File: src/rtl/core/hcb_ram.sv
// Generic single-port-write, single-port-read RAM with registered read data.
module hcb_ram #(
    parameter int WIDTH = 8,
    parameter int DEPTH = 256
) (
    input  logic                     clk,
    input  logic                     we,
    input  logic [$clog2(DEPTH)-1:0] waddr,
    input  logic [WIDTH-1:0]         wdata,
    input  logic [$clog2(DEPTH)-1:0] raddr,
    output logic [WIDTH-1:0]         rdata
);
    logic [WIDTH-1:0] mem [DEPTH];

    always_ff @(posedge clk)
    begin
        if (we)
        begin
            mem[waddr] <= wdata;
        end
        rdata <= mem[raddr];
    end
endmodule

File: config.mk
export PLATFORM = sky130hd
export DESIGN_NAME = hcb_ram
export DESIGN_NICKNAME = d
export VERILOG_FILES = /design/src/rtl/core/hcb_ram.sv
export SDC_FILE = /design/constraint.sdc
export NUM_CORES = 2
export LEC_CHECK = 0
export ABC_AREA = 0
export BUFFER_PORTS_ARGS = -buffer_cell sky130_fd_sc_hd__buf_2
export CORE_UTILIZATION = 50
export DETAILED_ROUTE_END_ITERATION = 16
export PLACE_DENSITY = 0.65
export SYNTH_ARGS = -nofsm -noshare
export SYNTH_HDL_FRONTEND = slang
export SYNTH_SLANG_ARGS = --single-unit
File: constraint.sdc
create_clock -name clk -period 2.7 [get_ports clk]
set_input_delay 0.54 -clock clk [delete_from_list [all_inputs] [get_ports clk]]
set_output_delay 0.54 -clock clk [all_outputs]
set_load 0.02 [all_outputs]
==> Word level (Yosys, flattened, before mapping) <==
Memories as Yosys holds them, arrays and structs flattened. A register that Yosys moved wholly into a read port is not among the register bits.
Cells that the tools add are included.
{ "classes": {"mux": 2} }
{ "ops": {"columns": ["operator", "n"], "rows": [
  ["two-way mux 1 bit", 2]
]} }
{ "totals": {"register_bits": 0, "memories": 1, "ramBits": 2048, "output_inout_bits": 8, "wordCells": 3} }
{ "mem_list": {"columns": ["name", "depth", "width", "rd", "rd_ports_with_merged_regs", "write_ports", "line", "rtl"], "rows": [
  ["mem", 256, 8, 1, 1, 1, "13", "logic [WIDTH-1:0] mem [DEPTH];"]
]} }

==> Longest topological paths before layout <==
{ "depth": {"ltp_word": 2, "mapped_depth": 11, "mapped_depth_nobuf": 6} }

==> Least setup slack after synthesis <==
OpenSTA, ideal clock, no wires.
{ "synth_timing": {"kind": "input -> register", "from": "input raddr[0]", "to": "register rdata[2], read port of mem", "t_required_ps": 2569, "n_path_buf": 4, "arrival_ps": 2347, "stages": 9, "path_slack_ps": 222, "cell_sequence": "buf_6 buf_12 buf_8 buf_2 mux4_2 a22oi_1 a21oi_1 nor4_1 nor4_2"} }
{ "synth_rtl": {"columns": ["item", "line", "rtl"], "rows": [
  ["start: declaration", "10", "input logic [$clog2(DEPTH)-1:0] raddr,"],
  ["end: declaration", "11", "output logic [WIDTH-1:0] rdata"]
]} }

==> flow_results.org <==
** Outcome
- Result of the run :: finished, final reports clean

** Worst setup path
- Kind of end point of the critical path :: flop
- Setup slack on the worst reg-to-reg path comes out at 120 ps.
- The cell family contributing the most delay on the critical path is buffers and inverters.
- Of all nets on the critical path, the largest fanout is 36.
- The endpoint identified for the worst register-to-register timing path is rdata[5].
- Cell repeated most along the worst path :: sky130_fd_sc_hd__buf_12
- Counting both buffers and inverters, the worst setup path holds a total of 6.
- The setup path with the least slack is of type input port to flop.
- At the worst endpoint, the required time is 3410 ps.
- The critical path runs through a total of 12 cells.
- The largest single stage delay on the critical path is 600 ps.
- Number of cells on the worst reg-to-reg path :: 6
- The worst register-to-register path begins at mem[153][5].
- Among all stages on the critical path, the largest delay is contributed by sky130_fd_sc_hd__nor4_1.
- List of cells traversed by the critical path :: buf_8, buf_12, buf_12, buf_12, buf_4, mux2i_1, o22ai_1, o21ai_0, nand3_1, nor4_1, buf_4, nor4_1
- Data arrival time of the critical path :: between 3000 and 4000 ps
- The worst setup path is launched from an input port.

** Cells and area
- In the final layout, the share of cells above drive strength 1 is 0.330.
- Measured on the finished design, the core utilization comes to 0.594.
- The final layout contains 4489 nets.
- Fill cell count :: 11300
- Non-filler instance count after layout :: 6707
- The area growth from synthesis to layout is 18.2%.

** Global route
- Met2 Track Usage GR :: 0.388
- In the global route stage, met3 resource usage came out at 0.0455.
- The initial antenna violation count was 9.
- In the global route stage, met1 resource usage came out at 0.358.
- GRT Overall Usage :: 0.247
- The total overflow left after global routing is 0.
- The first global-routing pass estimated 286 mm of wire.
- In this run the most used layer during global routing was met2.
- Maximum number of pins on one net before global-route repair :: 109
- The number of global-route vias before repair is approximately 41000.

** Run
- Max-cap violations in this run came to 0.

** Synthesis
- Most instantiated cells after synthesis :: 2048 x sky130_fd_sc_hd__edfxtp_1, 454 x sky130_fd_sc_hd__mux4_2, 282 x sky130_fd_sc_hd__nor2_1
- Yosys warning count :: 0
- After synthesis, the share of flip-flops with an asynchronous set or reset is 0.
- Synth Instances :: around 3700
- The share of the Yosys chip area taken by registers is 0.775.
- Counting flops with a built-in enable in the synthesized netlist gives 2048.
- In the post-synthesis netlist, the biggest area contributors are sky130_fd_sc_hd__edfxtp_1 77%, sky130_fd_sc_hd__mux4_2 13%, sky130_fd_sc_hd__mux2i_1 1.7%.
- Most instantiated library cell after synthesis :: sky130_fd_sc_hd__edfxtp_1
- Counting every net in the synthesized netlist gives 3759.
- The share of synthesized area in the top cell type comes to 0.773.
- In this run the cell area of the synthesized design comes to 79600 µm².
- Summed over all instances, the cell type with the most area after synthesis is sky130_fd_sc_hd__edfxtp_1.
- Ys flop type :: sky130_fd_sc_hd__edfxtp_1
- Mean area per synthesized cell :: 21.3 µm²
- #FFs+latches synth :: 2056
- Number of distinct library cells after synthesis :: 55

** Timing
- The number of pins with negative max-slew slack in the final report came to 0.
- The tightest hold path in the finished design has a slack of between 100 and 150 ps.
- At the pin with the least slew margin, the transition time is around 770 ps.
- Static timing analysis puts the maximum clock frequency at about 380 MHz.
- Setup violations remaining at the end of the flow were counted as 0.
- Setup TNS after final layout :: 0 ps
- Final Cycle Share :: 0.982
- Max-slew headroom :: 0.472
- Between clock sinks in the finished design, the worst skew comes to roughly 43 ps.
- Fin. Hold Viols :: 0
- Setup repair after global routing left no endpoint under its margin.
- The clock period could shrink to between 2000 and 3000 ps.

** Route
- DRC marker count from the first detailed-route iteration :: around 5000
- In the final routed layout, each cell accounts on average for 29.4 µm.
- Final routed DRC violation total :: 0
- The count of nets left with antenna violations once routing finished came out at 0.
- Total wire length :: 197 mm
- The detailed router placed 41000 vias in this run.
- Length of the first detailed-routing pass in iterations :: 6
- Using the TritonRoute via totals, the vias-per-cell ratio works out to just over 6.

** Power and ir drop
- Summed over all nets, the switching power comes to around 0.014 W.
- Total power for the finished layout comes to 0.0668 W.
- Power spread over the standard cell area amounts to between 700 and 800 nW/µm².
- Highest ir drop seen on vdd :: 0.699 mV
- The analysis attributes to cell leakage a power of around 31 nW.
- The share of total power dissipated in sequential elements is 0.527.
- Internal power of the cells :: 0.0528 W
- Of the total power, the clock network draws 0.417.
- Of the total power, the share spent switching nets is 0.211.
- Of the total power, combinational logic draws 0.055.

** Clock network
- TritonCTS built the clock tree.
- Clock transition at path regs :: roughly 60 ps
- Clock sink count :: between 2000 and 2500
- Largest buffer count on any clock path :: 3
- Hold-fix buffers at CTS :: 0
- CTS root buffer :: sky130_fd_sc_hd__clkbuf_16
- The later pin in the worst-skew pair is clocked with a latency of ~820 ps.
- Max H-tree Level :: 4
- CTS buffer count :: 200

** Die
- The initial utilization of the core area, before any placement, comes to 0.503.
- Die Outline Area :: 161000 µm²
- The die is between 400 and 500 µm wide.
- The region available for standard cell placement spans roughly 160000 µm².
- In this run the count of I/O pins placed on the die edge is 34.
- Row cnt :: 146
- Die Height :: 401 µm

** Hold path
- The path with the worst hold slack has its endpoint at mem[80][4].
- In this run the most critical hold path is launched from wdata[4].
- Counting instances, the worst hold path has a depth of 1.
- Path class of the lowest-slack min-delay path :: input port to flop

** Placed design
- During placement, the flow inserted port buffers numbering 33.
- DP HPWL :: 130 mm
- In this run, placement finished with an instance count of ~6300.
- The congestion estimate from routability-driven global placement came to about 0.85.
-- flip-flops by register name, summed over array words and instances (netlist names) --
| name | cells |
|---|---|
| rdata | 8 |
| mem | 2048 |
-- worst register-to-register path, cell delays in order, from the launching register on --
cell	delay, ps
sky130_fd_sc_hd__edfxtp_1	380
sky130_fd_sc_hd__mux4_2	490
sky130_fd_sc_hd__a22oi_1	420
sky130_fd_sc_hd__a21oi_1	210
sky130_fd_sc_hd__nor4_1	680
sky130_fd_sc_hd__buf_4	260
sky130_fd_sc_hd__nor4_1	50
-- through the flow --
step	cell area [µm²]	worst slack, ps
after floorplan	79600	222
after global placement	87400	-1190
final	94000	47.6
after CTS	94000	32.4
after detailed placement	87400	-1110
after global routing	94000	20.7
-- placed cells by master, fill, tap and decap left out, types with 6 or more instances in the layout --
master and n:
sky130_fd_sc_hd__buf_2 22, sky130_fd_sc_hd__clkbuf_16 205, sky130_fd_sc_hd__mux4_2 454, sky130_fd_sc_hd__nand3_1 34
sky130_fd_sc_hd__nand2b_1 8, sky130_fd_sc_hd__nor2_1 279, sky130_fd_sc_hd__o211ai_1 10, sky130_fd_sc_hd__a22oi_1 132
sky130_fd_sc_hd__buf_4 656, sky130_fd_sc_hd__o21ai_0 10, sky130_fd_sc_hd__nand2_1 33, sky130_fd_sc_hd__clkbuf_8 11
sky130_fd_sc_hd__a21oi_1 96, sky130_fd_sc_hd__edfxtp_1 2048, sky130_fd_sc_hd__mux2i_1 134, sky130_fd_sc_hd__clkinv_2 42
sky130_fd_sc_hd__o221ai_1 46, sky130_fd_sc_hd__a22o_1 8, sky130_fd_sc_hd__buf_8 7, sky130_fd_sc_hd__clkbuf_1 43
sky130_fd_sc_hd__nor3_1 22, sky130_fd_sc_hd__bufinv_16 20, sky130_fd_sc_hd__nor4_1 23, sky130_fd_sc_hd__dfxtp_1 8
sky130_fd_sc_hd__clkinv_1 39, sky130_fd_sc_hd__and2_1 6, sky130_fd_sc_hd__nand4_1 10, sky130_fd_sc_hd__buf_12 73
sky130_fd_sc_hd__o22ai_1 28, sky130_fd_sc_hd__a221oi_1 13, sky130_fd_sc_hd__a211oi_1 16, sky130_fd_sc_hd__nor2b_1 28
-- what timing repair did --
item	in CTS	in global routing
gates resized for setup	1	2
endpoints found under the hold margin	0	0
pin swaps	0	0
setup endpoints to repair	1	2
setup buffers	0	0
-- power groups by stage --
stage                     Sequential [W]  Combinational, W  Clock, W
final                             0.0353           0.00370    0.0279
after floorplan                   0.0359           0.00171         0
after CTS                         0.0353           0.00371    0.0283
after detailed placement          0.0359           0.00370         0
after global placement            0.0359           0.00366         0
after global routing              0.0352           0.00388    0.0294
-- layout make-up --
cell class              count  area, µm²  share of cell area
repair buffers            761       6640              0.0707
diodes                      2       5.00           0.0000532
flip-flops and latches   2056      61700               0.656
clock buffers             256       5400              0.0575
clock inverters           116       1190              0.0127
well taps                2072       2590              0.0276
multi-input cells        1442      16500               0.176
inverters                   2       7.51           0.0000799
-- worst max path at each step --
stage / end / slack (ps) / startpoint
2_1_floorplan: rdata[2] / 220 / raddr[0]
3_3_place_gp: rdata[2] / -1190 / raddr[0]
3_5_place_dp: rdata[2] / -1110 / raddr[0]
4_1_cts: rdata[2] / 30 / raddr[0]
5_1_grt: rdata[4] / 20 / raddr[0]
6_report: rdata[4] / 50 / raddr[0]
-- layer usage --
metal | part of all wire | up-vias
met3 | 0.085 | 302
met5 | 0.00040 | -
met2 | 0.48 | 1863
met1 | 0.41 | 21600
met4 | 0.027 | 12
li1 | - | 17200
-- cell families after synthesis --
group                  share of synthesized area
flip-flops                                 0.775
multiplexers                               0.146
AND/OR/NAND/NOR                           0.0263
AO/OA/AOI/OAI                             0.0342
buffers and inverters                     0.0183
Note: power is estimated with default switching activity, not from simulation.
